<file path="config.mk">
export PLATFORM = sky130hd
export DESIGN_NAME = cell_coverage_grid_tracker
export DESIGN_NICKNAME = d
export VERILOG_FILES = /design/src/hw/rtl/cct_pkg.sv /design/src/hw/rtl/cct_front.sv /design/src/hw/rtl/cct_queue.sv /design/src/hw/rtl/cct_back.sv /design/src/hw/rtl/cell_coverage_grid_tracker.sv
export SDC_FILE = /design/constraint.sdc
export NUM_CORES = 1
export LEC_CHECK = 0
export BUFFER_PORTS_ARGS = -buffer_cell sky130_fd_sc_hd__buf_2
export CAP_MARGIN = 20
export CELL_PAD_IN_SITES_DETAIL_PLACEMENT = 1
export CELL_PAD_IN_SITES_GLOBAL_PLACEMENT = 2
export CORE_MARGIN = 3
export CORE_UTILIZATION = 45
export DETAILED_ROUTE_END_ITERATION = 6
export HOLD_SLACK_MARGIN = 0.02
export PLACE_DENSITY = 0.83
export SLEW_MARGIN = 20
export SYNTH_ARGS = -nofsm -noshare
export SYNTH_HDL_FRONTEND = slang
export SYNTH_HIERARCHICAL = 1
export SYNTH_SLANG_ARGS = --single-unit
</file>
<file path="constraint.sdc">
create_clock -name clk -period 8.8 [get_ports clk]
set_clock_uncertainty 0.15 [all_clocks]
set_input_delay 0.88 -clock clk [delete_from_list [all_inputs] [get_ports clk]]
set_output_delay 0.88 -clock clk [all_outputs]
set_load 0.05 [all_outputs]
</file>
<file path="src/hw/rtl/cct_pkg.sv">
// ----------------------------------------------------------------------------
// cct_pkg: shared types and constants of the cell coverage grid tracker
// Grid geometry, item layouts, function codes and back end states.
// ----------------------------------------------------------------------------
package cct_pkg;

	// grid geometry; cell indexes are three bits wide, so at most 8 x 8
	localparam int GRID_COLUMNS = 8;
	localparam int GRID_ROWS    = 8;
	localparam int CELL_IDX_W   = 3;
	localparam int SLOT_W       = 2 * CELL_IDX_W;
	localparam int GRID_CELLS   = 1 << SLOT_W;

	localparam int DIM_W   = 10;  // cell size registers
	localparam int VIEW_W  = 14;  // viewport fields
	localparam int COORD_W = VIEW_W + 1;  // edge sums and cell corners

	// queue between front and back; depth must be a power of two
	localparam int QUEUE_DEPTH = 4;
	localparam int QUEUE_PTR_W = 2;

	// configuration register indexes
	localparam int CFG_IDX_W = 2;
	localparam logic [CFG_IDX_W-1:0] CFG_CELL_WIDTH  = 2'd0;
	localparam logic [CFG_IDX_W-1:0] CFG_CELL_HEIGHT = 2'd1;

	typedef enum logic [1:0] {
		FUNC_MASK  = 2'd0,
		FUNC_SET   = 2'd1,
		FUNC_READ  = 2'd2,
		FUNC_QUERY = 2'd3
	} func_t;

	typedef struct packed {
		func_t                 func;
		logic [CELL_IDX_W-1:0] cell_x;
		logic [CELL_IDX_W-1:0] cell_y;
		logic [7:0]            mask_value;
		logic                  last_pixel;
		logic                  status_value;
		logic [VIEW_W-1:0]     view_left;
		logic [VIEW_W-1:0]     view_top;
		logic [VIEW_W-1:0]     view_width;
		logic [VIEW_W-1:0]     view_height;
	} in_item_t;

	typedef struct packed {
		logic                  found;
		logic [CELL_IDX_W-1:0] result_x;
		logic [CELL_IDX_W-1:0] result_y;
		logic                  last;
	} out_item_t;

	// classified operation as held in the queue
	typedef struct packed {
		func_t                 func;
		logic                  in_grid;
		logic [CELL_IDX_W-1:0] cell_x;
		logic [CELL_IDX_W-1:0] cell_y;
		logic                  mask_zero;
		logic                  last_pixel;
		logic                  status_value;
		logic [COORD_W-1:0]    view_left;
		logic [COORD_W-1:0]    view_top;
		logic [COORD_W-1:0]    view_right;
		logic [COORD_W-1:0]    view_bottom;
	} op_item_t;

	typedef struct packed {
		logic full;
		logic empty;
	} queue_status_t;

	typedef enum logic [1:0] {
		BK_IDLE,
		BK_SCAN,
		BK_FLUSH
	} back_state_t;

endpackage

</file>
<file path="src/hw/rtl/cct_front.sv">
// ----------------------------------------------------------------------------
// cct_front: input stage of the tracker
// Registers each input beat, classifies it and pushes it into the queue.
// ----------------------------------------------------------------------------
module cct_front import cct_pkg::*; (
	input  logic          clk,
	input  logic          arst_n,
	input  logic          in_valid,
	output logic          in_stall,
	input  in_item_t      in_data,
	input  queue_status_t q_status,
	output logic          push,
	output op_item_t      push_item
);

	logic     valid_s1;
	in_item_t item_s1;

	assign in_stall = valid_s1 && q_status.full;
	assign push     = valid_s1 && !q_status.full;

	always_ff @(posedge clk or negedge arst_n) begin
		if (!arst_n) begin
			valid_s1 <= 1'b0;
		end else if (!in_stall) begin
			valid_s1 <= in_valid;
		end
	end

	always_ff @(posedge clk) begin
		if (in_valid && !in_stall) begin
			item_s1 <= in_data;
		end
	end

	// classify: grid range, zero pixel, viewport far edges
	always_comb begin
		push_item.func         = item_s1.func;
		push_item.in_grid      = ({1'b0, item_s1.cell_x} < (CELL_IDX_W + 1)'(GRID_COLUMNS)) &&
		                         ({1'b0, item_s1.cell_y} < (CELL_IDX_W + 1)'(GRID_ROWS));
		push_item.cell_x       = item_s1.cell_x;
		push_item.cell_y       = item_s1.cell_y;
		push_item.mask_zero    = (item_s1.mask_value == 8'd0);
		push_item.last_pixel   = item_s1.last_pixel;
		push_item.status_value = item_s1.status_value;
		push_item.view_left    = {1'b0, item_s1.view_left};
		push_item.view_top     = {1'b0, item_s1.view_top};
		push_item.view_right   = {1'b0, item_s1.view_left} + {1'b0, item_s1.view_width};
		push_item.view_bottom  = {1'b0, item_s1.view_top} + {1'b0, item_s1.view_height};
	end

endmodule

</file>
<file path="src/hw/rtl/cct_queue.sv">
// ----------------------------------------------------------------------------
// cct_queue: short operation queue between front and back
// Small register FIFO with a fill count.
// ----------------------------------------------------------------------------
module cct_queue import cct_pkg::*; (
	input  logic          clk,
	input  logic          arst_n,
	input  logic          push,
	input  op_item_t      push_item,
	input  logic          pop,
	output op_item_t      pop_item,
	output queue_status_t status
);

	op_item_t               entries_q [QUEUE_DEPTH];
	logic [QUEUE_PTR_W-1:0] wr_ptr_q;
	logic [QUEUE_PTR_W-1:0] rd_ptr_q;
	logic [QUEUE_PTR_W:0]   count_q;
	logic                   do_push;
	logic                   do_pop;

	assign status.full  = (count_q == (QUEUE_PTR_W + 1)'(QUEUE_DEPTH));
	assign status.empty = (count_q == '0);
	assign do_push      = push && !status.full;
	assign do_pop       = pop && !status.empty;
	assign pop_item     = entries_q[rd_ptr_q];

	always_ff @(posedge clk or negedge arst_n) begin
		if (!arst_n) begin
			wr_ptr_q <= '0;
			rd_ptr_q <= '0;
			count_q  <= '0;
		end else begin
			if (do_push) begin
				wr_ptr_q <= wr_ptr_q + 1'b1;
			end
			if (do_pop) begin
				rd_ptr_q <= rd_ptr_q + 1'b1;
			end
			case ({do_push, do_pop})
				2'b10:   count_q <= count_q + 1'b1;
				2'b01:   count_q <= count_q - 1'b1;
				default: count_q <= count_q;
			endcase
		end
	end

	always_ff @(posedge clk) begin
		if (do_push) begin
			entries_q[wr_ptr_q] <= push_item;
		end
	end

endmodule

</file>
<file path="src/hw/rtl/cct_back.sv">
// ----------------------------------------------------------------------------
// cct_back: execution side of the tracker
// Holds the status grid, runs writes and reads, scans the grid for queries.
// ----------------------------------------------------------------------------
module cct_back import cct_pkg::*; (
	input  logic               clk,
	input  logic               arst_n,
	input  queue_status_t      q_status,
	input  op_item_t           q_item,
	output logic               pop,
	input  logic [DIM_W-1:0]   cell_width,
	input  logic [DIM_W-1:0]   cell_height,
	output logic               out_valid,
	input  logic               out_stall,
	output out_item_t          out_data
);

	back_state_t           state_q;
	back_state_t           state_d;
	logic [GRID_CELLS-1:0] status_q;
	logic                  zero_seen_q;
	logic [CELL_IDX_W-1:0] col_q;
	logic [CELL_IDX_W-1:0] row_q;
	logic [COORD_W-1:0]    px_q;
	logic [COORD_W-1:0]    py_q;
	logic [COORD_W-1:0]    vl_q;
	logic [COORD_W-1:0]    vt_q;
	logic [COORD_W-1:0]    vr_q;
	logic [COORD_W-1:0]    vb_q;
	logic                  pend_valid_q;
	logic [CELL_IDX_W-1:0] pend_x_q;
	logic [CELL_IDX_W-1:0] pend_y_q;
	logic                  out_valid_q;
	out_item_t             out_q;

	logic [SLOT_W-1:0]  slot_in;
	logic [SLOT_W-1:0]  scan_slot;
	logic [COORD_W-1:0] px_end;
	logic [COORD_W-1:0] py_end;
	logic               match;
	logic               last_row;
	logic               last_cell;
	logic               out_free;
	logic               advance;
	logic               emit;
	out_item_t          emit_item;
	logic               any_zero;

	assign slot_in   = {q_item.cell_x, q_item.cell_y};
	assign scan_slot = {col_q, row_q};
	assign px_end    = px_q + COORD_W'(cell_width);
	assign py_end    = py_q + COORD_W'(cell_height);
	assign match     = !status_q[scan_slot] && (px_q >= vl_q) && (px_end <= vr_q) &&
	                   (py_q >= vt_q) && (py_end <= vb_q);
	assign last_row  = (row_q == CELL_IDX_W'(GRID_ROWS - 1));
	assign last_cell = last_row && (col_q == CELL_IDX_W'(GRID_COLUMNS - 1));
	assign out_free  = !out_valid_q || !out_stall;
	assign any_zero  = zero_seen_q || q_item.mask_zero;
	assign out_valid = out_valid_q;
	assign out_data  = out_q;

	always_comb begin
		state_d = state_q;
		unique case (state_q)
			BK_IDLE: begin
				if (!q_status.empty && q_item.func == FUNC_QUERY) begin
					state_d = BK_SCAN;
				end
			end
			BK_SCAN: begin
				if (advance && last_cell) begin
					state_d = BK_FLUSH;
				end
			end
			BK_FLUSH: begin
				if (out_free) begin
					state_d = BK_IDLE;
				end
			end
			default: state_d = BK_IDLE;
		endcase
	end

	always_comb begin
		pop       = 1'b0;
		advance   = 1'b0;
		emit      = 1'b0;
		emit_item = '0;
		unique case (state_q)
			BK_IDLE: begin
				if (!q_status.empty) begin
					unique case (q_item.func)
						FUNC_MASK, FUNC_SET, FUNC_QUERY: begin
							pop = 1'b1;
						end
						FUNC_READ: begin
							pop                = out_free;
							emit               = out_free;
							emit_item.found    = q_item.in_grid && status_q[slot_in];
							emit_item.result_x = q_item.cell_x;
							emit_item.result_y = q_item.cell_y;
							emit_item.last     = 1'b1;
						end
						default: pop = 1'b0;
					endcase
				end
			end
			BK_SCAN: begin
				// a new match releases the one held back, which is then not last
				advance            = !(match && pend_valid_q) || out_free;
				emit               = match && pend_valid_q && out_free;
				emit_item.found    = 1'b1;
				emit_item.result_x = pend_x_q;
				emit_item.result_y = pend_y_q;
				emit_item.last     = 1'b0;
			end
			BK_FLUSH: begin
				emit               = out_free;
				emit_item.found    = pend_valid_q;
				emit_item.result_x = pend_valid_q ? pend_x_q : '0;
				emit_item.result_y = pend_valid_q ? pend_y_q : '0;
				emit_item.last     = 1'b1;
			end
			default: pop = 1'b0;
		endcase
	end

	always_ff @(posedge clk or negedge arst_n) begin
		if (!arst_n) begin
			state_q      <= BK_IDLE;
			status_q     <= '0;
			zero_seen_q  <= 1'b0;
			pend_valid_q <= 1'b0;
			out_valid_q  <= 1'b0;
		end else begin
			state_q <= state_d;
			if (emit) begin
				out_valid_q <= 1'b1;
			end else if (!out_stall) begin
				out_valid_q <= 1'b0;
			end
			if (state_q == BK_IDLE && pop) begin
				case (q_item.func)
					FUNC_MASK: begin
						if (q_item.last_pixel) begin
							if (q_item.in_grid) begin
								status_q[slot_in] <= !any_zero;
							end
							zero_seen_q <= 1'b0;
						end else begin
							zero_seen_q <= any_zero;
						end
					end
					FUNC_SET: begin
						if (q_item.in_grid) begin
							status_q[slot_in] <= q_item.status_value;
						end
					end
					FUNC_QUERY: pend_valid_q <= 1'b0;
					default: pend_valid_q <= pend_valid_q;
				endcase
			end
			if (state_q == BK_SCAN && advance && match) begin
				pend_valid_q <= 1'b1;
			end
		end
	end

	always_ff @(posedge clk) begin
		if (emit) begin
			out_q <= emit_item;
		end
		if (state_q == BK_IDLE && pop && q_item.func == FUNC_QUERY) begin
			vl_q  <= q_item.view_left;
			vt_q  <= q_item.view_top;
			vr_q  <= q_item.view_right;
			vb_q  <= q_item.view_bottom;
			col_q <= '0;
			row_q <= '0;
			px_q  <= '0;
			py_q  <= '0;
		end
		if (state_q == BK_SCAN && advance) begin
			if (match) begin
				pend_x_q <= col_q;
				pend_y_q <= row_q;
			end
			if (last_row) begin
				row_q <= '0;
				col_q <= col_q + 1'b1;
				py_q  <= '0;
				px_q  <= px_end;
			end else begin
				row_q <= row_q + 1'b1;
				py_q  <= py_end;
			end
		end
	end

	a_scan_holds_queue: assert property (@(posedge clk) disable iff (!arst_n)
		(state_q == BK_SCAN) |-> !pop)
		else $error("queue popped during a grid scan");

	a_empty_answer_is_last: assert property (@(posedge clk) disable iff (!arst_n)
		(emit && !emit_item.found) |-> emit_item.last)
		else $error("result without a match is not marked last");

	a_flush_returns_idle: assert property (@(posedge clk) disable iff (!arst_n)
		(state_q == BK_FLUSH && emit) |=> (state_q == BK_IDLE && out_valid_q && out_q.last))
		else $error("query end did not deliver a last result");

endmodule

</file>
<file path="src/hw/rtl/cell_coverage_grid_tracker.sv">
// ----------------------------------------------------------------------------
// cell_coverage_grid_tracker: grid of per-cell coverage flags
// Input beats carry mask pixels, flag writes, flag reads and viewport
// queries; each result beat names one cell and marks the final one.
//
// Channels: in_valid/in_stall with in_data, out_valid/out_stall with
// out_data, and a write-only register port cfg_valid/cfg_ready with
// cfg_index and cfg_data (0 cell width, 1 cell height). cfg_ready is
// always high; write only while no item is in flight.
// Throughput: the back end takes a mask pixel, set or read beat from the
// queue every clock, so a stream of them runs at one beat per cycle while
// the output is not stalled. A query holds the back end through a start
// step, a scan of every cell of the grid and a closing step; the scan and
// the closing step may wait while the output is stalled.
// A read answer passes the input register, the queue and the output
// register on its way to out_valid.
// Reset clears every flag, the zero-pixel tracker and both cell sizes at
// once. When the receiver stalls, the output register holds its beat, the
// back end waits, the queue fills and then in_stall rises.
// ----------------------------------------------------------------------------
module cell_coverage_grid_tracker import cct_pkg::*; (
	input  logic                 clk,
	input  logic                 arst_n,
	input  logic                 in_valid,
	output logic                 in_stall,
	input  in_item_t             in_data,
	output logic                 out_valid,
	input  logic                 out_stall,
	output out_item_t            out_data,
	input  logic                 cfg_valid,
	output logic                 cfg_ready,
	input  logic [CFG_IDX_W-1:0] cfg_index,
	input  logic [DIM_W-1:0]     cfg_data
);

	logic [DIM_W-1:0] cell_width_q;
	logic [DIM_W-1:0] cell_height_q;
	queue_status_t    q_status;
	logic             push;
	op_item_t         push_item;
	logic             pop;
	op_item_t         pop_item;

	// register writes always land at once; unknown indexes are dropped
	assign cfg_ready = 1'b1;

	always_ff @(posedge clk or negedge arst_n) begin
		if (!arst_n) begin
			cell_width_q  <= '0;
			cell_height_q <= '0;
		end else if (cfg_valid && cfg_ready) begin
			unique case (cfg_index)
				CFG_CELL_WIDTH:  cell_width_q  <= cfg_data;
				CFG_CELL_HEIGHT: cell_height_q <= cfg_data;
				default: cell_width_q <= cell_width_q;
			endcase
		end
	end

	// front: register and classify each beat
	cct_front u_front (
		.clk       (clk),
		.arst_n    (arst_n),
		.in_valid  (in_valid),
		.in_stall  (in_stall),
		.in_data   (in_data),
		.q_status  (q_status),
		.push      (push),
		.push_item (push_item)
	);

	// queue: decouple input acceptance from grid scans and output stalls
	cct_queue u_queue (
		.clk       (clk),
		.arst_n    (arst_n),
		.push      (push),
		.push_item (push_item),
		.pop       (pop),
		.pop_item  (pop_item),
		.status    (q_status)
	);

	// back: own the flags, answer reads, scan for queries
	cct_back u_back (
		.clk         (clk),
		.arst_n      (arst_n),
		.q_status    (q_status),
		.q_item      (pop_item),
		.pop         (pop),
		.cell_width  (cell_width_q),
		.cell_height (cell_height_q),
		.out_valid   (out_valid),
		.out_stall   (out_stall),
		.out_data    (out_data)
	);

endmodule
</file>
==> report_table.html <==
<table>
<tr><th>Metric</th><th>Value</th></tr>
<tr><th colspan="2">Yosys</th></tr>
<tr><td>Yosys Warn Count</td><td>6</td></tr>
<tr><td>Number of flops mapped to enable cells by yosys</td><td>454</td></tr>
<tr><td>Syn avg cell area</td><td>15.1 µm²</td></tr>
<tr><td>Combinational family with the most area after synthesis</td><td>compound AO/OA/AOI/OAI gates</td></tr>
<tr><td>Main area contributors after synthesis</td><td>edfxtp_1 (53%), dfrtp_1 (9.4%), mux4_2 (7.0%)</td></tr>
<tr><td>Compound-gate portion of the synthesized area</td><td>9.53%</td></tr>
<tr><td>Largest area contributor in the netlist</td><td>edfxtp_1</td></tr>
<tr><td>Area of the mapped netlist</td><td>25700 µm²</td></tr>
<tr><td>Mux cell area share after synthesis</td><td>9.16%</td></tr>
<tr><td>Post-synthesis share of cell area spent on full adders, half adders and majority gates</td><td>6.08%</td></tr>
<tr><td>Register bit total from synthesis</td><td>569</td></tr>
<tr><td>Fraction of registers with async set or reset after synthesis</td><td>17.0%</td></tr>
<tr><td>Most frequently used flop master after synthesis</td><td>edfxtp_1</td></tr>
<tr><td>Count of different cell masters after synthesis</td><td>81</td></tr>
<tr><td>Area fraction in and, or, nand and nor cells after synthesis</td><td>5.69%</td></tr>
<tr><td>Area share of the leading cell type in the synthesized netlist</td><td>53.0%</td></tr>
<tr><td>XOR/XNOR share of the synthesized area</td><td>1.67%</td></tr>
<tr><td>Gate count after technology mapping</td><td>1703</td></tr>
<tr><td>Seq/Total Area, Yosys</td><td>63.8%</td></tr>
<tr><th colspan="2">Placement</th></tr>
<tr><td>Port Buf Inserts</td><td>100</td></tr>
<tr><td>Final Wtd Congestion</td><td>0.856</td></tr>
<tr><td>HPWL after detailed placement</td><td>39700 µm</td></tr>
<tr><th colspan="2">Worst setup path</th></tr>
<tr><td>Category of the most critical setup path</td><td>register to register</td></tr>
<tr><td>FF-to-FF path depth</td><td>19</td></tr>
<tr><td>Arrival @ worst endpoint</td><td>5440 ps</td></tr>
<tr><td>Data required, critical path</td><td>8900 ps</td></tr>
<tr><td>Critical path buffers and inverters</td><td>1</td></tr>
<tr><td>Startpoint kind of the worst setup timing path</td><td>register</td></tr>
<tr><td>Largest fanout on the critical path</td><td>8</td></tr>
<tr><td>Cell class contributing the biggest share of worst-path delay</td><td>compound AO/OA/AOI/OAI gates</td></tr>
<tr><td>Sequence of cells on the critical path</td><td>ha_1 -&gt; inv_1 -&gt; fa_1 -&gt; nor2b_1 -&gt; o2111ai_1 -&gt; a31oi_1 -&gt; nand3_1 -&gt; nand2_1 -&gt; nand3_1 -&gt; xnor2_1 -&gt; ha_1 -&gt; a211oi_1 -&gt; o21ai_0 -&gt; a221oi_1 -&gt; a21oi_1 -&gt; a311o_1 -&gt; nor3_1 -&gt; a31oi_1 -&gt; a21oi_1</td></tr>
<tr><td>Endpoint kind of the worst setup timing path</td><td>register</td></tr>
<tr><td>Number of stages on the worst setup path</td><td>19</td></tr>
<tr><td>Max stage delay cell, worst path</td><td>a21oi_1</td></tr>
<tr><td>Worst stage delay on the critical path</td><td>650 ps</td></tr>
<tr><th colspan="2">Final layout</th></tr>
<tr><td>Fraction of final layout cells sized beyond drive strength 1</td><td>20.0%</td></tr>
<tr><td>Area growth from synthesis to layout</td><td>12.0%</td></tr>
<tr><td>Total area of sequential cells</td><td>16400 µm²</td></tr>
<tr><td>Layout filler cell count</td><td>5378</td></tr>
<tr><td>Most frequent standard cell in the layout excluding fill and tap cells</td><td>edfxtp_1</td></tr>
<tr><td>Diodes inserted</td><td>0</td></tr>
<tr><td>Highest-count cells in the layout ignoring fill and taps</td><td>edfxtp_1 (454), ha_1 (117), a21oi_1 (112)</td></tr>
<tr><td>Layout net count</td><td>1995</td></tr>
<tr><td>Area used by multi-input combinational logic</td><td>8330 µm²</td></tr>
<tr><td>Post-layout util</td><td>51.6%</td></tr>
<tr><th colspan="2">Timing</th></tr>
<tr><td>Final-report hold violation count</td><td>0</td></tr>
<tr><td>Max-Slew Margin vs Limit</td><td>35.2%</td></tr>
<tr><td>Final setup violation count</td><td>0</td></tr>
<tr><td>Final period utilization</td><td>60.8%</td></tr>
<tr><td>Max Slew Vio Count</td><td>0</td></tr>
<tr><td>Least-Margin Pin Slew</td><td>968 ps</td></tr>
<tr><td>Final TNS setup</td><td>0 ps</td></tr>
<tr><td>Setup repair after global routing missed its margin</td><td>no</td></tr>
<tr><td>Final min period</td><td>5350 ps</td></tr>
<tr><td>Upper clock frequency limit</td><td>187 MHz</td></tr>
<tr><th colspan="2">Floorplan</th></tr>
<tr><td>Core region area</td><td>55800 µm²</td></tr>
<tr><td>Die H</td><td>245 µm</td></tr>
<tr><td>I/O pin cnt</td><td>102</td></tr>
<tr><td>Die boundary width</td><td>245 µm</td></tr>
<tr><td>Floorplan die area</td><td>60100 µm²</td></tr>
<tr><td>Cell row count</td><td>86</td></tr>
<tr><td>Initial Util</td><td>46.1%</td></tr>
<tr><th colspan="2">Routing</th></tr>
<tr><td>Via total after detailed routing</td><td>14600</td></tr>
<tr><td>Vias per cell</td><td>5.67</td></tr>
<tr><td>Drt first-iter violations</td><td>996</td></tr>
<tr><td>Wirelength per Cell</td><td>22.8 µm</td></tr>
<tr><td>First-pass iteration count of the detailed router</td><td>4</td></tr>
<tr><td>Antenna viol nets, final</td><td>0</td></tr>
<tr><td>Detailed-route DRC error count</td><td>0</td></tr>
<tr><td>Routed WL</td><td>58900 µm</td></tr>
<tr><th colspan="2">GRT</th></tr>
<tr><td>Aggregate global routing overflow</td><td>0</td></tr>
<tr><td>Number of antenna violations at the first check in global routing</td><td>1</td></tr>
<tr><td>Maximum number of pins on one net before global-route repair</td><td>65</td></tr>
<tr><td>Total track usage</td><td>20.0%</td></tr>
<tr><td>Wire length of the first global-routing pass</td><td>93400 µm</td></tr>
<tr><td>Via count of the first global-routing pass</td><td>16200</td></tr>
<tr><th colspan="2">Run status</th></tr>
<tr><td>Run status</td><td>finished clean</td></tr>
<tr><th colspan="2">Power</th></tr>
<tr><td>Power per unit of standard cell area</td><td>280 nW/µm²</td></tr>
<tr><td>Pwr Total</td><td>8.06 mW</td></tr>
<tr><td>Peak supply drop</td><td>0.188 mV</td></tr>
<tr><td>Leak Pwr</td><td>10.9 nW</td></tr>
<tr><th colspan="2">CTS</th></tr>
<tr><td>Clock sinks</td><td>569</td></tr>
<tr><td>Clock latency on the worst-skew pair</td><td>630 ps</td></tr>
<tr><td>Number of hold buffers added after cts</td><td>0</td></tr>
<tr><td>CTS Root Cell</td><td>clkbuf_16</td></tr>
<tr><td>Setup Buffers After CTS</td><td>0</td></tr>
<tr><td>CTS resizes</td><td>0</td></tr>
<tr><td>CTS tree</td><td>built</td></tr>
<tr><td>Deepest clock path buffer count</td><td>3</td></tr>
<tr><td>Clock slew seen by the registers of the worst setup and hold paths</td><td>60 ps</td></tr>
<tr><td>H-Tree Depth</td><td>2</td></tr>
<tr><td>Inserted Clock Buffers</td><td>60</td></tr>
<tr><th colspan="2">Hold path</th></tr>
<tr><td>Kind of path behind the tightest hold check</td><td>input port to async pin</td></tr>
<tr><th colspan="2">Job</th></tr>
<tr><td>Max capacitance violation total</td><td>0</td></tr>
</table>
[cells in the mapped netlist (6+ instances only)]
| library cell | n |
|---|---|
| and3_1 | 8 |
| buf_2 | 11 |
| nand4_1 | 19 |
| nor2b_1 | 16 |
| a22o_1 | 12 |
| dfxtp_1 | 18 |
| mux2_4 | 10 |
| nand2b_1 | 10 |
| o21a_1 | 6 |
| mux4_2 | 80 |
| a22oi_1 | 29 |
| mux4_1 | 9 |
| xnor2_1 | 30 |
| a32o_2 | 8 |
| nand3b_1 | 6 |
| a21o_1 | 29 |
| and2_1 | 9 |
| a32o_1 | 6 |
| dfrtp_1 | 97 |
| o31ai_1 | 14 |
| mux2_2 | 13 |
| ha_1 | 117 |
| xor2_1 | 19 |
| a21oi_1 | 112 |
| buf_6 | 12 |
| nor3_1 | 16 |
| buf_4 | 43 |
| nand2_1 | 52 |
| o21ai_1 | 6 |
| nand3_1 | 29 |
| a211o_1 | 6 |
| a211oi_1 | 12 |
| edfxtp_1 | 454 |
| and3b_1 | 8 |
| a31oi_1 | 36 |
| o21ai_0 | 51 |
| inv_1 | 91 |
| nor2_1 | 77 |
| clkbuf_1 | 40 |
[worst register-to-register path, stage by stage (launching register included)]
cell	delay (ps)
dfxtp_1	360
ha_1	210
inv_1	70
fa_1	400
nor2b_1	180
o2111ai_1	180
a31oi_1	250
nand3_1	110
nand2_1	190
nand3_1	120
xnor2_1	230
ha_1	300
a211oi_1	220
o21ai_0	120
a221oi_1	300
a21oi_1	150
a311o_1	320
nor3_1	290
a31oi_1	160
a21oi_1	650
[through the flow]
step / setup WS [ps] / std cells / hold WS [ps] / cell area, µm²
2_1_floorplan: 3810 / 1704 / 305 / 25700
3_3_place_gp: 3780 / 2468 / 328 / 26700
3_5_place_dp: 3480 / 2468 / 339 / 26700
4_1_cts: 3450 / 2582 / 51.8 / 28800
5_1_grt: 2960 / 2582 / 77.0 / 28800
6_report: 3450 / 2582 / 70.8 / 28800
[area by class of cell]
class	count	share of cell area [%]
clock inverter	36	1.56
tap	748	3.25
multi-input combinational	937	28.9
clock buffer	78	5.73
sequential	569	57.0
timing repair buffer	123	2.35
inverter	91	1.19
[final timing paths]
check | start | to | slack [ps]
max in group asynchronous | arst_n | u_queue/rd_ptr_q[0] | 7130
worst max-delay path | u_back/px_q[0] | u_back/out_data[3] | 3450
worst min register to register | u_front/push_item[67] | u_queue/entries_q[2][67] | 350
min in group clk | in_data[31] | u_front/push_item[33] | 270
worst min-delay path | arst_n | u_back/status_q[16] | 70
worst max register to register | u_back/px_q[0] | u_back/out_data[3] | 3450
[sequential cells by signal (all words and copies together) (netlist names), 8 cells and up]
name,flops
u_back/vb_q,15
cell_width_q,10
u_back/status_q,64
u_back/vt_q,15
u_back/px_q,15
u_back/vr_q,15
u_queue/entries_q,288
u_back/vl_q,15
u_front/push_item,38
u_back/py_q,15
u_back/out_data,8
cell_height_q,10
u_front/item_s1,36
[where the power goes]
part           switching (mW)  internal, mW  total, mW
clock                    1.07          1.59       2.66
sequential              0.184          3.52       3.71
combinational            1.06         0.624       1.69
total                    2.32          5.74       8.06
[kinds of logic (layout without fill, tap and decap cells)]
logic type	after synthesis	in the layout
adders and majority gates	122	122
DFF	569	569
other	3	4
and+or+nand+nor	282	282
AOI/OAI and AO/OA	366	366
xor gates and xnor gates	49	49
buffers and inverters	198	328
muxes	114	114
[layer usage]
layer	track usage, %	vias up	wire length (µm)
li1	-	6744	-
met1	25.9	7550	25500
met2	35.0	254	30000
met3	2.56	87	1890
met4	6.58	2	1590
met5	0	-	15
No activity file was read; power rests on OpenSTA's default activity.
